### src/rtl/rsrq_pkg.sv
// ----------------------------------------------------------------------------
// rsrq_pkg
// Shared command codes and the result record of the ready/starved run queue.
// ----------------------------------------------------------------------------
package rsrq_pkg;

  // Command codes carried in the low bits of the input request
  typedef enum logic [2:0] {
    CMD_ENQ    = 3'd0,
    CMD_DEQ    = 3'd1,
    CMD_RMV    = 3'd2,
    CMD_MOVE   = 3'd3,
    CMD_PUSH   = 3'd4,
    CMD_REFILL = 3'd5
  } cmd_t;

  // One result record, handed from the sequencer to the output register
  typedef struct packed {
    logic [6:0] ready_total;
    logic [6:0] refilled;
    logic       out_valid;
    logic [5:0] out_task;
  } res_t;

  // Widths of the input request bus and the result bus
  localparam int OUT_TDATA_W = 24;
  localparam int IN_TDATA_W  = 16;

endpackage

### src/rtl/ready_starved_run_queue_top.sv
// ----------------------------------------------------------------------------
// ready_starved_run_queue_top
// Task run queue: doubly linked ready FIFO and singly linked starved stack
// kept as index links in two link memories.
// ----------------------------------------------------------------------------
// Usage:
//   Input stream in_*: one command request per handshake (enqueue, dequeue,
//   remove, move to starved, push starved, refill) with a task slot.
//   Output stream out_*: exactly one result per command, in order.
//   Remove walks the starved stack for the predecessor unless the task heads
//   it; refill moves the starved tasks one at a time; an empty dequeue, an
//   invalid slot for a command that names a task, or an unknown code goes
//   straight to the result.
//   Each step is bound by the single read and write port of the next-link
//   memory; walks read one link at a time.
//   The result lands in an output register once it is formed.
//   One command is in work at a time; the next is taken once the result
//   is in the output register, even if the receiver has not taken it.
//   Reset: a clearing pass writes null into every link, with
//   in_tready low; list heads, the ready count and the outputs clear at once.
//   Receiver stall: the output holds; the block finishes the current command
//   and then waits with in_tready low until the output register drains.
// ----------------------------------------------------------------------------
module ready_starved_run_queue_top #(
  parameter int TASKS = 64
) (
  input  logic                                 clk,
  input  logic                                 rst_n,
  input  logic                                 in_tvalid,
  output logic                                 in_tready,
  input  logic [rsrq_pkg::IN_TDATA_W-1:0]      in_tdata,   // [2:0] command, [8:3] task_id
  output logic                                 out_tvalid,
  input  logic                                 out_tready,
  output logic [rsrq_pkg::OUT_TDATA_W-1:0]     out_tdata,  // [5:0] out_task, [12:6] refilled,
                                                           // [19:13] ready_total
  output logic [0:0]                           out_tuser   // [0] out_valid
);

  import rsrq_pkg::*;

  localparam int LW = $clog2(TASKS + 1);
  localparam int AW = $clog2(TASKS);

  logic          nx_we, pv_we;
  logic [AW-1:0] nx_waddr, nx_raddr, pv_waddr, pv_raddr;
  logic [LW-1:0] nx_wdata, nx_rdata, pv_wdata, pv_rdata;
  logic          res_valid, res_ready;
  res_t          res;
  cmd_t          in_cmd;

  assign in_cmd = cmd_t'(in_tdata[2:0]);

  // command sequencer
  rsrq_seq #(
    .TASKS(TASKS)
  ) u_seq (
    .clk       (clk),
    .rst_n     (rst_n),
    .in_valid  (in_tvalid),
    .in_ready  (in_tready),
    .in_cmd    (in_cmd),
    .in_task   (in_tdata[8:3]),
    .res_valid (res_valid),
    .res_ready (res_ready),
    .res       (res),
    .nx_we     (nx_we),
    .nx_waddr  (nx_waddr),
    .nx_wdata  (nx_wdata),
    .nx_raddr  (nx_raddr),
    .nx_rdata  (nx_rdata),
    .pv_we     (pv_we),
    .pv_waddr  (pv_waddr),
    .pv_wdata  (pv_wdata),
    .pv_raddr  (pv_raddr),
    .pv_rdata  (pv_rdata)
  );

  // next-link memory
  rsrq_ram #(
    .WIDTH(LW),
    .DEPTH(TASKS)
  ) u_nx_ram (
    .clk   (clk),
    .we    (nx_we),
    .waddr (nx_waddr),
    .wdata (nx_wdata),
    .raddr (nx_raddr),
    .rdata (nx_rdata)
  );

  // prev-link memory
  rsrq_ram #(
    .WIDTH(LW),
    .DEPTH(TASKS)
  ) u_pv_ram (
    .clk   (clk),
    .we    (pv_we),
    .waddr (pv_waddr),
    .wdata (pv_wdata),
    .raddr (pv_raddr),
    .rdata (pv_rdata)
  );

  // result register
  rsrq_outreg u_out (
    .clk        (clk),
    .rst_n      (rst_n),
    .res_valid  (res_valid),
    .res_ready  (res_ready),
    .res        (res),
    .out_tvalid (out_tvalid),
    .out_tready (out_tready),
    .out_tdata  (out_tdata),
    .out_tuser  (out_tuser)
  );

endmodule

### src/rtl/rsrq_ram.sv
// ----------------------------------------------------------------------------
// rsrq_ram
// Generic single-write, single-read RAM with a registered read port.
// ----------------------------------------------------------------------------
module rsrq_ram #(
  parameter int WIDTH = 8,
  parameter int DEPTH = 64
) (
  input  logic                       clk,
  input  logic                       we,
  input  logic [$clog2(DEPTH)-1:0]   waddr,
  input  logic [WIDTH-1:0]           wdata,
  input  logic [$clog2(DEPTH)-1:0]   raddr,
  output logic [WIDTH-1:0]           rdata
);

  logic [WIDTH-1:0] mem_r [DEPTH];
  logic [WIDTH-1:0] rdata_r;

  // write port
  always_ff @(posedge clk) begin
    if (we) begin
      mem_r[waddr] <= wdata;
    end
  end

  // registered read
  always_ff @(posedge clk) begin
    rdata_r <= mem_r[raddr];
  end

  assign rdata = rdata_r;

endmodule

### src/rtl/rsrq_seq.sv
// ----------------------------------------------------------------------------
// rsrq_seq
// Command sequencer: list heads, ready count and the read-modify-write steps
// over the next/prev link memories, including the starved-list walks.
// ----------------------------------------------------------------------------
module rsrq_seq #(
  parameter  int TASKS = 64,
  localparam int LW    = $clog2(TASKS + 1),
  localparam int AW    = $clog2(TASKS)
) (
  input  logic                 clk,
  input  logic                 rst_n,
  // command request
  input  logic                 in_valid,
  output logic                 in_ready,
  input  rsrq_pkg::cmd_t       in_cmd,
  input  logic [5:0]           in_task,
  // result request
  output logic                 res_valid,
  input  logic                 res_ready,
  output rsrq_pkg::res_t       res,
  // next-link memory
  output logic                 nx_we,
  output logic [AW-1:0]        nx_waddr,
  output logic [LW-1:0]        nx_wdata,
  output logic [AW-1:0]        nx_raddr,
  input  logic [LW-1:0]        nx_rdata,
  // prev-link memory
  output logic                 pv_we,
  output logic [AW-1:0]        pv_waddr,
  output logic [LW-1:0]        pv_wdata,
  output logic [AW-1:0]        pv_raddr,
  input  logic [LW-1:0]        pv_rdata
);

  import rsrq_pkg::*;

  localparam logic [LW-1:0] NIL = LW'(TASKS);

  typedef enum logic [19:0] {
    ST_CLEAR  = 20'h00001,
    ST_IDLE   = 20'h00002,
    ST_ENQ_A  = 20'h00004,
    ST_ENQ_B  = 20'h00008,
    ST_DEQ_RD = 20'h00010,
    ST_DEQ_WR = 20'h00020,
    ST_DEQ_PV = 20'h00040,
    ST_UL_RD  = 20'h00080,
    ST_UL_WR  = 20'h00100,
    ST_PUSH   = 20'h00200,
    ST_RM_RD  = 20'h00400,
    ST_RM_NX  = 20'h00800,
    ST_WK_RD  = 20'h01000,
    ST_WK_CHK = 20'h02000,
    ST_RM_FIX = 20'h04000,
    ST_RM_CLR = 20'h08000,
    ST_RF_RD  = 20'h10000,
    ST_RF_WR  = 20'h20000,
    ST_RF_LNK = 20'h40000,
    ST_FIN    = 20'h80000
  } state_t;

  state_t          state_r, state_nxt;
  cmd_t            cmd_r, cmd_nxt;
  logic [LW-1:0]   tid_r, tid_nxt;
  logic [LW-1:0]   first_r, first_nxt;
  logic [LW-1:0]   last_r, last_nxt;
  logic [LW-1:0]   sf_r, sf_nxt;
  logic [LW-1:0]   size_r, size_nxt;
  logic [LW-1:0]   cur_r, cur_nxt;
  logic [LW-1:0]   tnx_r, tnx_nxt;
  logic [LW-1:0]   steps_r, steps_nxt;
  logic [AW-1:0]   clr_r, clr_nxt;
  logic [5:0]      otask_r, otask_nxt;
  logic            ovalid_r, ovalid_nxt;
  logic            in_ok;

  function automatic logic [AW-1:0] adr(input logic [LW-1:0] l);
    return l[AW-1:0];
  endfunction

  function automatic logic [6:0] sat7(input int unsigned v);
    return (v > 32'd127) ? 7'd127 : 7'(v);
  endfunction

  function automatic logic [LW-1:0] inc_sat(input logic [LW-1:0] v);
    return (v < NIL) ? v + LW'(1) : v;
  endfunction

  function automatic logic [LW-1:0] dec_sat(input logic [LW-1:0] v);
    return (v != '0) ? v - LW'(1) : v;
  endfunction

  assign in_ok = (32'(in_task) < TASKS);

  // next-state and memory control
  always_comb begin
    state_nxt  = state_r;
    cmd_nxt    = cmd_r;
    tid_nxt    = tid_r;
    first_nxt  = first_r;
    last_nxt   = last_r;
    sf_nxt     = sf_r;
    size_nxt   = size_r;
    cur_nxt    = cur_r;
    tnx_nxt    = tnx_r;
    steps_nxt  = steps_r;
    clr_nxt    = clr_r;
    otask_nxt  = otask_r;
    ovalid_nxt = ovalid_r;
    nx_we      = 1'b0;
    nx_waddr   = adr(tid_r);
    nx_wdata   = NIL;
    nx_raddr   = adr(tid_r);
    pv_we      = 1'b0;
    pv_waddr   = adr(tid_r);
    pv_wdata   = NIL;
    pv_raddr   = adr(tid_r);
    in_ready   = (state_r == ST_IDLE);
    res_valid  = (state_r == ST_FIN);

    case (state_r)
      // sweep both link memories to null after reset
      ST_CLEAR: begin
        nx_we    = 1'b1;
        pv_we    = 1'b1;
        nx_waddr = clr_r;
        pv_waddr = clr_r;
        clr_nxt  = clr_r + AW'(1);
        if (clr_r == AW'(TASKS - 1)) begin
          state_nxt = ST_IDLE;
        end
      end

      // take a request and dispatch
      ST_IDLE: begin
        if (in_valid) begin
          cmd_nxt    = in_cmd;
          tid_nxt    = LW'(in_task);
          otask_nxt  = '0;
          ovalid_nxt = 1'b0;
          steps_nxt  = '0;
          cur_nxt    = sf_r;
          case (in_cmd)
            CMD_ENQ:  state_nxt = in_ok ? ST_ENQ_A : ST_FIN;
            CMD_DEQ:  state_nxt = (first_r != NIL) ? ST_DEQ_RD : ST_FIN;
            CMD_RMV:  state_nxt = in_ok ? ST_UL_RD : ST_FIN;
            CMD_MOVE: state_nxt = in_ok ? ST_UL_RD : ST_FIN;
            CMD_PUSH: state_nxt = in_ok ? ST_PUSH : ST_FIN;
            CMD_REFILL: begin
              sf_nxt    = NIL;
              state_nxt = ST_RF_RD;
            end
            default:  state_nxt = ST_FIN;
          endcase
        end
      end

      // enqueue: own links first, then the old tail
      ST_ENQ_A: begin
        nx_we     = 1'b1;
        pv_we     = 1'b1;
        pv_wdata  = last_r;
        state_nxt = ST_ENQ_B;
      end
      ST_ENQ_B: begin
        if (last_r != NIL) begin
          nx_we    = 1'b1;
          nx_waddr = adr(last_r);
          nx_wdata = tid_r;
        end else begin
          first_nxt = tid_r;
        end
        last_nxt  = tid_r;
        size_nxt  = inc_sat(size_r);
        state_nxt = ST_FIN;
      end

      // dequeue: fetch head successor, detach head
      ST_DEQ_RD: begin
        nx_raddr  = adr(first_r);
        state_nxt = ST_DEQ_WR;
      end
      ST_DEQ_WR: begin
        nx_we      = 1'b1;
        pv_we      = 1'b1;
        nx_waddr   = adr(first_r);
        pv_waddr   = adr(first_r);
        first_nxt  = nx_rdata;
        otask_nxt  = 6'(first_r);
        ovalid_nxt = 1'b1;
        size_nxt   = dec_sat(size_r);
        if (nx_rdata == NIL) begin
          last_nxt  = NIL;
          state_nxt = ST_FIN;
        end else begin
          state_nxt = ST_DEQ_PV;
        end
      end
      ST_DEQ_PV: begin
        pv_we     = 1'b1;
        pv_waddr  = adr(first_r);
        state_nxt = ST_FIN;
      end

      // ready unlink, shared by remove and move
      ST_UL_RD: begin
        state_nxt = ST_UL_WR;
      end
      ST_UL_WR: begin
        if (pv_rdata != NIL) begin
          nx_we    = 1'b1;
          nx_waddr = adr(pv_rdata);
          nx_wdata = nx_rdata;
        end else if (first_r == tid_r) begin
          first_nxt = nx_rdata;
        end
        if (nx_rdata != NIL) begin
          pv_we    = 1'b1;
          pv_waddr = adr(nx_rdata);
          pv_wdata = pv_rdata;
        end else if (last_r == tid_r) begin
          last_nxt = pv_rdata;
        end
        if (cmd_r == CMD_MOVE) begin
          size_nxt  = dec_sat(size_r);
          state_nxt = ST_PUSH;
        end else begin
          state_nxt = ST_RM_RD;
        end
      end

      // push onto the starved stack
      ST_PUSH: begin
        nx_we     = 1'b1;
        pv_we     = 1'b1;
        nx_wdata  = sf_r;
        sf_nxt    = tid_r;
        state_nxt = ST_FIN;
      end

      // remove: re-read own next link after the unlink writes
      ST_RM_RD: begin
        state_nxt = ST_RM_NX;
      end
      ST_RM_NX: begin
        tnx_nxt = nx_rdata;
        if (sf_r == tid_r) begin
          sf_nxt    = nx_rdata;
          state_nxt = ST_RM_CLR;
        end else begin
          cur_nxt   = sf_r;
          steps_nxt = '0;
          state_nxt = ST_WK_RD;
        end
      end

      // starved walk looking for the predecessor, bounded by TASKS steps
      ST_WK_RD: begin
        if (cur_r == NIL) begin
          state_nxt = ST_RM_CLR;
        end else begin
          nx_raddr  = adr(cur_r);
          state_nxt = ST_WK_CHK;
        end
      end
      ST_WK_CHK: begin
        if (nx_rdata == tid_r) begin
          state_nxt = ST_RM_FIX;
        end else if (steps_r == NIL) begin
          state_nxt = ST_RM_CLR;
        end else begin
          cur_nxt   = nx_rdata;
          steps_nxt = steps_r + LW'(1);
          state_nxt = ST_WK_RD;
        end
      end
      ST_RM_FIX: begin
        nx_we     = 1'b1;
        nx_waddr  = adr(cur_r);
        nx_wdata  = tnx_r;
        state_nxt = ST_RM_CLR;
      end
      ST_RM_CLR: begin
        nx_we     = 1'b1;
        pv_we     = 1'b1;
        state_nxt = ST_FIN;
      end

      // refill: pop starved entries head first onto the ready tail
      ST_RF_RD: begin
        if (cur_r == NIL || steps_r == NIL) begin
          state_nxt = ST_FIN;
        end else begin
          nx_raddr  = adr(cur_r);
          state_nxt = ST_RF_WR;
        end
      end
      ST_RF_WR: begin
        tnx_nxt   = nx_rdata;
        nx_we     = 1'b1;
        pv_we     = 1'b1;
        nx_waddr  = adr(cur_r);
        pv_waddr  = adr(cur_r);
        pv_wdata  = last_r;
        state_nxt = ST_RF_LNK;
      end
      ST_RF_LNK: begin
        if (last_r != NIL) begin
          nx_we    = 1'b1;
          nx_waddr = adr(last_r);
          nx_wdata = cur_r;
        end else begin
          first_nxt = cur_r;
        end
        last_nxt  = cur_r;
        size_nxt  = inc_sat(size_r);
        cur_nxt   = tnx_r;
        steps_nxt = steps_r + LW'(1);
        state_nxt = ST_RF_RD;
      end

      // hand the result to the output register
      ST_FIN: begin
        if (res_ready) begin
          state_nxt = ST_IDLE;
        end
      end

      default: begin
        state_nxt = ST_IDLE;
      end
    endcase
  end

  // control state
  always_ff @(posedge clk) begin
    if (!rst_n) begin
      state_r <= ST_CLEAR;
      clr_r   <= '0;
      first_r <= NIL;
      last_r  <= NIL;
      sf_r    <= NIL;
      size_r  <= '0;
    end else begin
      state_r <= state_nxt;
      clr_r   <= clr_nxt;
      first_r <= first_nxt;
      last_r  <= last_nxt;
      sf_r    <= sf_nxt;
      size_r  <= size_nxt;
    end
  end

  // working registers
  always_ff @(posedge clk) begin
    cmd_r    <= cmd_nxt;
    tid_r    <= tid_nxt;
    cur_r    <= cur_nxt;
    tnx_r    <= tnx_nxt;
    steps_r  <= steps_nxt;
    otask_r  <= otask_nxt;
    ovalid_r <= ovalid_nxt;
  end

  // result record
  always_comb begin
    res.out_task    = otask_r;
    res.out_valid   = ovalid_r;
    res.refilled    = (cmd_r == CMD_REFILL) ? sat7(32'(steps_r)) : 7'd0;
    res.ready_total = sat7(32'(size_r));
  end

endmodule

### src/rtl/rsrq_outreg.sv
// ----------------------------------------------------------------------------
// rsrq_outreg
// Output register: holds one finished result for the receiver so the
// sequencer can take the next request meanwhile.
// ----------------------------------------------------------------------------
module rsrq_outreg (
  input  logic                                 clk,
  input  logic                                 rst_n,
  input  logic                                 res_valid,
  output logic                                 res_ready,
  input  rsrq_pkg::res_t                       res,
  output logic                                 out_tvalid,
  input  logic                                 out_tready,
  output logic [rsrq_pkg::OUT_TDATA_W-1:0]     out_tdata,
  output logic [0:0]                           out_tuser
);

  import rsrq_pkg::*;

  logic valid_r, valid_nxt;
  res_t data_r;

  assign res_ready = !valid_r || out_tready;

  // occupancy
  always_comb begin
    valid_nxt = valid_r;
    if (res_valid && res_ready) begin
      valid_nxt = 1'b1;
    end else if (out_tready) begin
      valid_nxt = 1'b0;
    end
  end

  always_ff @(posedge clk) begin
    if (!rst_n) begin
      valid_r <= 1'b0;
    end else begin
      valid_r <= valid_nxt;
    end
  end

  // payload
  always_ff @(posedge clk) begin
    if (res_valid && res_ready) begin
      data_r <= res;
    end
  end

  assign out_tvalid = valid_r;
  assign out_tdata  = {4'b0000, data_r.ready_total, data_r.refilled, data_r.out_task};
  assign out_tuser  = data_r.out_valid;

endmodule

### config.mk
export PLATFORM = sky130hd
export DESIGN_NAME = ready_starved_run_queue_top
export DESIGN_NICKNAME = d
export VERILOG_FILES = /design/src/rtl/rsrq_pkg.sv /design/src/rtl/ready_starved_run_queue_top.sv /design/src/rtl/rsrq_ram.sv /design/src/rtl/rsrq_seq.sv /design/src/rtl/rsrq_outreg.sv
export SDC_FILE = /design/constraint.sdc
export NUM_CORES = 1
export LEC_CHECK = 0
export BUFFER_PORTS_ARGS = -buffer_cell sky130_fd_sc_hd__buf_2
export CAP_MARGIN = 20
export CORE_MARGIN = 1.5
export CORE_UTILIZATION = 40
export DETAILED_ROUTE_END_ITERATION = 10
export GPL_ROUTABILITY_DRIVEN = 0
export PLACE_DENSITY = 0.67
export SKIP_CTS_REPAIR_TIMING = 1
export SLEW_MARGIN = 20
export SYNTH_ARGS = -nofsm -noshare
export SYNTH_HDL_FRONTEND = slang
export SYNTH_SLANG_ARGS = --single-unit
### constraint.sdc
create_clock -name clk -period 5.6 [get_ports clk]
set_input_delay 0.28 -clock clk [delete_from_list [all_inputs] [get_ports clk]]
set_output_delay 0.28 -clock clk [all_outputs]
set_load 0.005 [all_outputs]
* Word level (Yosys, flattened, before mapping) *
Memories as Yosys holds them, arrays and structs flattened. A register that Yosys moved wholly into a read port is not among the register bits.
Cells that the tools add are included.

operators by class
  reduce and logical (&&, ||, !) cells = 29
  bitwise logic cells = 0
  add/subtract/negate cells = 4
  equality and inequality tests = 56
  shift operators = 0
  div/mod/pow operators = 0
  magnitude comparators = 1
  multiply operators = 0
  mux-type cells = 69

operators with widths
  cell                                                                      number
  20-bit case mux with 17 select lines                                      1
  7-bit 2-to-1 mux                                                          25
  20-bit 2-to-1 mux                                                         7
  7-bit case mux with 4 select lines                                        4
  20-bit case mux with 5 select lines                                       1
  16-bit 2-to-1 mux                                                         3
  7-bit case mux with 3 select lines                                        2
  6-bit 2-to-1 mux                                                          6
  7-bit case mux with 5 select lines                                        1
  6-bit case mux with 5 select lines                                        1
  7-bit by 6-bit equality test with 1-bit output                            4
  7-bit != test (second input constant)                                     4
  6-bit case mux with 4 select lines                                        1
  7-bit equality test (second input constant)                               3
  20-bit by 1-bit equality test with 1-bit output (second input constant)   1
  20-bit by 10-bit equality test with 1-bit output (second input constant)  1
  20-bit by 11-bit equality test with 1-bit output (second input constant)  1
  20-bit by 12-bit equality test with 1-bit output (second input constant)  1
  20-bit by 13-bit equality test with 1-bit output (second input constant)  1
  20-bit by 14-bit equality test with 1-bit output (second input constant)  1
  20-bit by 15-bit equality test with 1-bit output (second input constant)  1
  20-bit by 16-bit equality test with 1-bit output (second input constant)  1
  20-bit by 17-bit equality test with 1-bit output (second input constant)  1
  20-bit by 18-bit equality test with 1-bit output (second input constant)  1
  other kinds (42)                                                          86

word-level totals
  bits in writable memories = 896
  output and inout bits = 27
  ROM bits = 0
  memories = 2
  register bits after elaboration = 113
  word-level logic and storage cells = 179
  latch bits = 0

memory list
  name            depth  width  rd ports  clocked after memory_dff  wr ports  line            text
  u_nx_ram.mem_r  64     7      1         1                         1         rsrq_ram.sv:17  logic [WIDTH-1:0] mem_r [DEPTH];
  u_pv_ram.mem_r  64     7      1         1                         1         rsrq_ram.sv:17

* Longest topological paths before layout *
  depth in word-level cells = 5
  gate-level depth with buffers = 16
  mapped depth without buffers = 12

* Modules after synthesis *
From an unflattened synthesis, not the netlist that was laid out.

unflattened totals
  cells, all modules = 2346
  area, all modules = 41795.1 um^2

modules (own cells, without submodules)
  module       instances  cells an instance  area each (um^2)  sequential area each (um^2)
  rsrq_ram     2          827                17635.7           13593.0
  rsrq_seq     1          661                5801.8            2192.1
  rsrq_outreg  1          31                 721.9             650.6

* Least setup slack after synthesis *
OpenSTA, ideal clock, no wires.

  kind = register to register
  start point = register u_seq.state_r[4]
  end point = memory u_nx_ram.mem_r[0][0] in the netlist's numbering, data pin
  slack = 207 ps
  cell stages (with the launch flop) = 9
  library setup time = 702 ps
  data arrival time = 4691 ps
  required time = 4898 ps
  buffers on the path = 3
  path through = dfxtp_1 > buf_2 > nor4_2 > nand3_1 > nor3_1 > clkbuf_1 > buf_1 > a22oi_1 > o21ai_0

on the way
  word-level cells in the longest chain between the ends = 2
  elaborated cells on any way between the ends = 6
  classes of those cells = eq/ne: 5; mux: 1

ends and longest elaborated chain
  element                                                                         line                               text
  start, declared                                                                 rsrq_seq.sv:63                     state_t state_r, state_nxt;
  start signal, assigned                                                          rsrq_seq.sv:346                    state_r <= state_nxt;
  20-bit by 19-bit equality test with 1-bit output, or another cell as far along  -
  7-bit case mux with 5 select lines (*)                                          rsrq_seq.sv:122                    case (state_r)
  via nx_wdata[0]                                                                 ready_starved_run_queue_top.sv:46  logic [LW-1:0] nx_wdata, nx_rdata, pv_wdata, pv_rdata;
  end, declared                                                                   rsrq_ram.sv:17

The timed path passes the listed nets; every way through them passes the cells marked *.

* Worst setup path in the final report *
  start point = register u_seq.state_r[12]
  end point = memory u_nx_ram.mem_r[49][0] in the netlist's numbering (enable)

on the way
  word-level cells in the longest chain between the ends = 5
  elaborated cells on any way between the ends = 17
  classes of those cells = eq/ne: 10; mux: 4; reduce/logical: 3

ends and longest elaborated chain
  element                                                                        line             text
  20-bit by 1-bit equality test with 1-bit output, or another cell as far along  rsrq_seq.sv:122
  7-bit OR reduction (no source line) or 2-bit OR reduction (tied branches)      -
  1-bit case mux with 3 select lines                                             rsrq_seq.sv:122
  1-bit 2-to-1 mux                                                               rsrq_ram.sv:22   if (we) begin
  1-bit 2-to-1 mux (implied by the code)                                         rsrq_ram.sv:23   mem_r[waddr] <= wdata;

Parallel ways exist; a longest one is shown, timed or not.

==> reports/results.tsv <==
metric	value	unit
synthFlopType	edfxtp_1	
endpoint_kind	register	
final_common_cell	edfxtp_1	
synth_enable_flop_cells	954	
fin_nets	2793	
syn_area	41800	sq um
syn_avg_cell_area	15.6	sq um
antenna_violating_nets_post_route	0	
clkPwrFrac	0.432	
status	completed	
routed_wl	100000	um
yosys_warnings	0	
period_needed	4980	ps
rows	118	
area_delta_synth_final	13.4	%
grt_max_degree	91	
p_leak	14.5	nW
grt.total_usage	0.186	
first_pass_iters	6	
numClockSinks	1023	
initial_core_util	0.404	
netSwitchingFraction	0.213	
yosysTopAreaCell	edfxtp_1	
hpwl	62800	um
use_met3	0.0288	
placed_cell_area	43900	sq um
cts.htree.levels	3	
top_usage_layer	met2	
drv_cap	0	
grt_first_pass_wirelength	151000	um
cp_max_fo	8	
antenna_found_initial	0	
ys_ff_latch	1023	
tightest_slew	1050	ps
p_int	12.6	mW
async_flop_share	0	
fillers	8908	
viasPerCell	5.72	
crit_chain	nor4_2 -> nand4_1 -> nor4_2 -> nor4_1 -> a221oi_1 -> nand2b_1 -> and3_1 -> and2_1 -> nand2_1 -> nor2_1	
hold_viol_final	0	
combPwrFrac	0.039	
grt_pass1_vias	23677	
mostFrequentLayoutCells	edfxtp_1, nand2_1, nor2_1	
max_stage_delay	750	ps
pwr-share-seq	0.529	
ioPinCount	47	
worst_hold_path_type	in2reg	
fp.dieH	326	um
path_common_cell	nor4_2	
drcViolationCount	0	
dieArea	107000	sq um
required	5900	ps
die_w	326	um
synth_cell_types	74	
stdcell_area	47400	sq um
synth_top_cell_area_share	0.685	
ir_drop	0.314	mV
n_antenna_cell	0	
setup_viol	0	
post_drt_wl_per_cell	23.7	um
tns	0	ps
clock_latency	680	ps
grtUsageMet2	0.300	
synth_cells	2685	
clk_pin_slew	60	ps
clk_path_buf_depth	3	
portBuffers	35	
vias	24247	
grt_use_met1	0.265	
crit_slowest_cell	nor2_1	
grt-ovfl-total	0	
cts_root_buffer	clkbuf_16	
synth_seq_area_share	0.718	
critical_path_class	reg2reg	
cts_made_buffers	100	
max_freq	0.201	GHz
core_area	104000	sq um
start_kind	register	
cts_tree	built	
fin_crit_sh	0.889	
rsz0062_at_grt	no	
p_per_area	338	nW/um^2
final_max_slew_viol_count	0	
p_sw	3.41	mW
drive_gt1_frac	0.164	
slew_headroom	0.298	
finalClockSkew	24.1	ps
drtIter0Drc	2831	
synth_area_leaders	edfxtp_1, mux4_2, dfxtp_1	
critical_path_arrival	5280	ps
-- final timing paths --
check | depth (start not counted) | end | from | slack, ps
max reg2reg | 10 | u_nx_ram.mem_r[49][0]$_DFFE_PP_ | u_seq.state_r[12]$_SDFFE_PN0P_ | 620
min reg2reg | 0 | u_out.out_tdata[1]$_DFFE_PP_ | u_seq.otask_r[1]$_SDFFCE_PP0P_ | 430
min | 2 | u_seq.tid_r[3]$_DFFE_PP_ | in_tdata[6] | 330
max | 10 | u_nx_ram.mem_r[49][0]$_DFFE_PP_ | u_seq.state_r[12]$_SDFFE_PN0P_ | 620
-- sequential cells by signal, indices dropped and copies added, names as in the netlist, 7 cells and up --
signal and cells:
u_nx_ram.mem_r 448, u_nx_ram.rdata 7, u_out.out_tdata 20, u_pv_ram.mem_r 448, u_pv_ram.rdata 7, u_seq.cur_r 7, u_seq.first_r 7, u_seq.last_r 7
u_seq.sf_r 7, u_seq.size_r 7, u_seq.state_r 20, u_seq.steps_r 7, u_seq.tnx_r 7
-- synth_stat cells, drive strengths merged, types with 18 or more instances --
master,n
edfxtp,954
nand2,314
nor2,222
mux4,147
a21oi,135
buf,83
nand3,73
clkbuf,71
dfxtp,69
a22oi,67
mux2i,66
nor4,55
o21ai,37
a211oi,34
nor3,26
and3,23
xor2,23
a22o,21
a32o,19
and2,19
nand2b,19
o22ai,19
nor2b,18
-- cell type report --
class / instances / area [sq um] / area share
Sequential cell: 1023 / 30000 / 0.633
Inverter: 13 / 48.8 / 0.00103
Multi-Input combinational cell: 1498 / 11200 / 0.236
Timing Repair Buffer: 133 / 1050 / 0.0222
Clock inverter: 67 / 744 / 0.0157
Tap cell: 1380 / 1730 / 0.0364
Clock buffer: 123 / 2660 / 0.0561
-- cell families after synthesis --
kind of cell    share of synthesized area
simple gates                       0.0926
buf+inv                            0.0181
mux                                0.0982
fa+ha+maj                         0.00120
xor+xnor                          0.00775
flops                               0.718
other cells                     0.0000896
compound gates                     0.0643
-- worst max-delay path: cells and delay by family, from the launching register on --
kind            cells  cell delay, ps
compound gates      1             580
flops               1             340
simple gates        9            3680
-- through the flow --
stage	setup WS (ps)	total power [mW]	util	instances	hold WS (ps)
CTS	727	16.1	0.456	4225	-264
floorplan	207	9.00	-	2688	352
finish	620	16.0	0.458	4237	329
global route	285	16.5	0.458	4237	304
global placement	850	9.22	0.423	4035	407
detailed placement	765	9.24	0.424	4035	415
-- layer usage --
metal  share of wire  vias to the layer above
li1                -                    10711
met1            0.42                    12311
met2            0.48                     1053
met3           0.074                      172
met4           0.024                        0
met5               0                        -
-- power by group through the flow --
| stage | sequential [mW] | combinational, mW | clock, mW |
|---|---|---|---|
| 6_report | 8.48 | 0.619 | 6.92 |
| 2_1_floorplan | 8.61 | 0.385 | 0 |
| 3_5_place_dp | 8.64 | 0.600 | 0 |
| 4_1_cts | 8.48 | 0.603 | 7.01 |
| 3_3_place_gp | 8.63 | 0.590 | 0 |
| 5_1_grt | 8.49 | 0.654 | 7.32 |
Power figures use the tool's default switching activity.
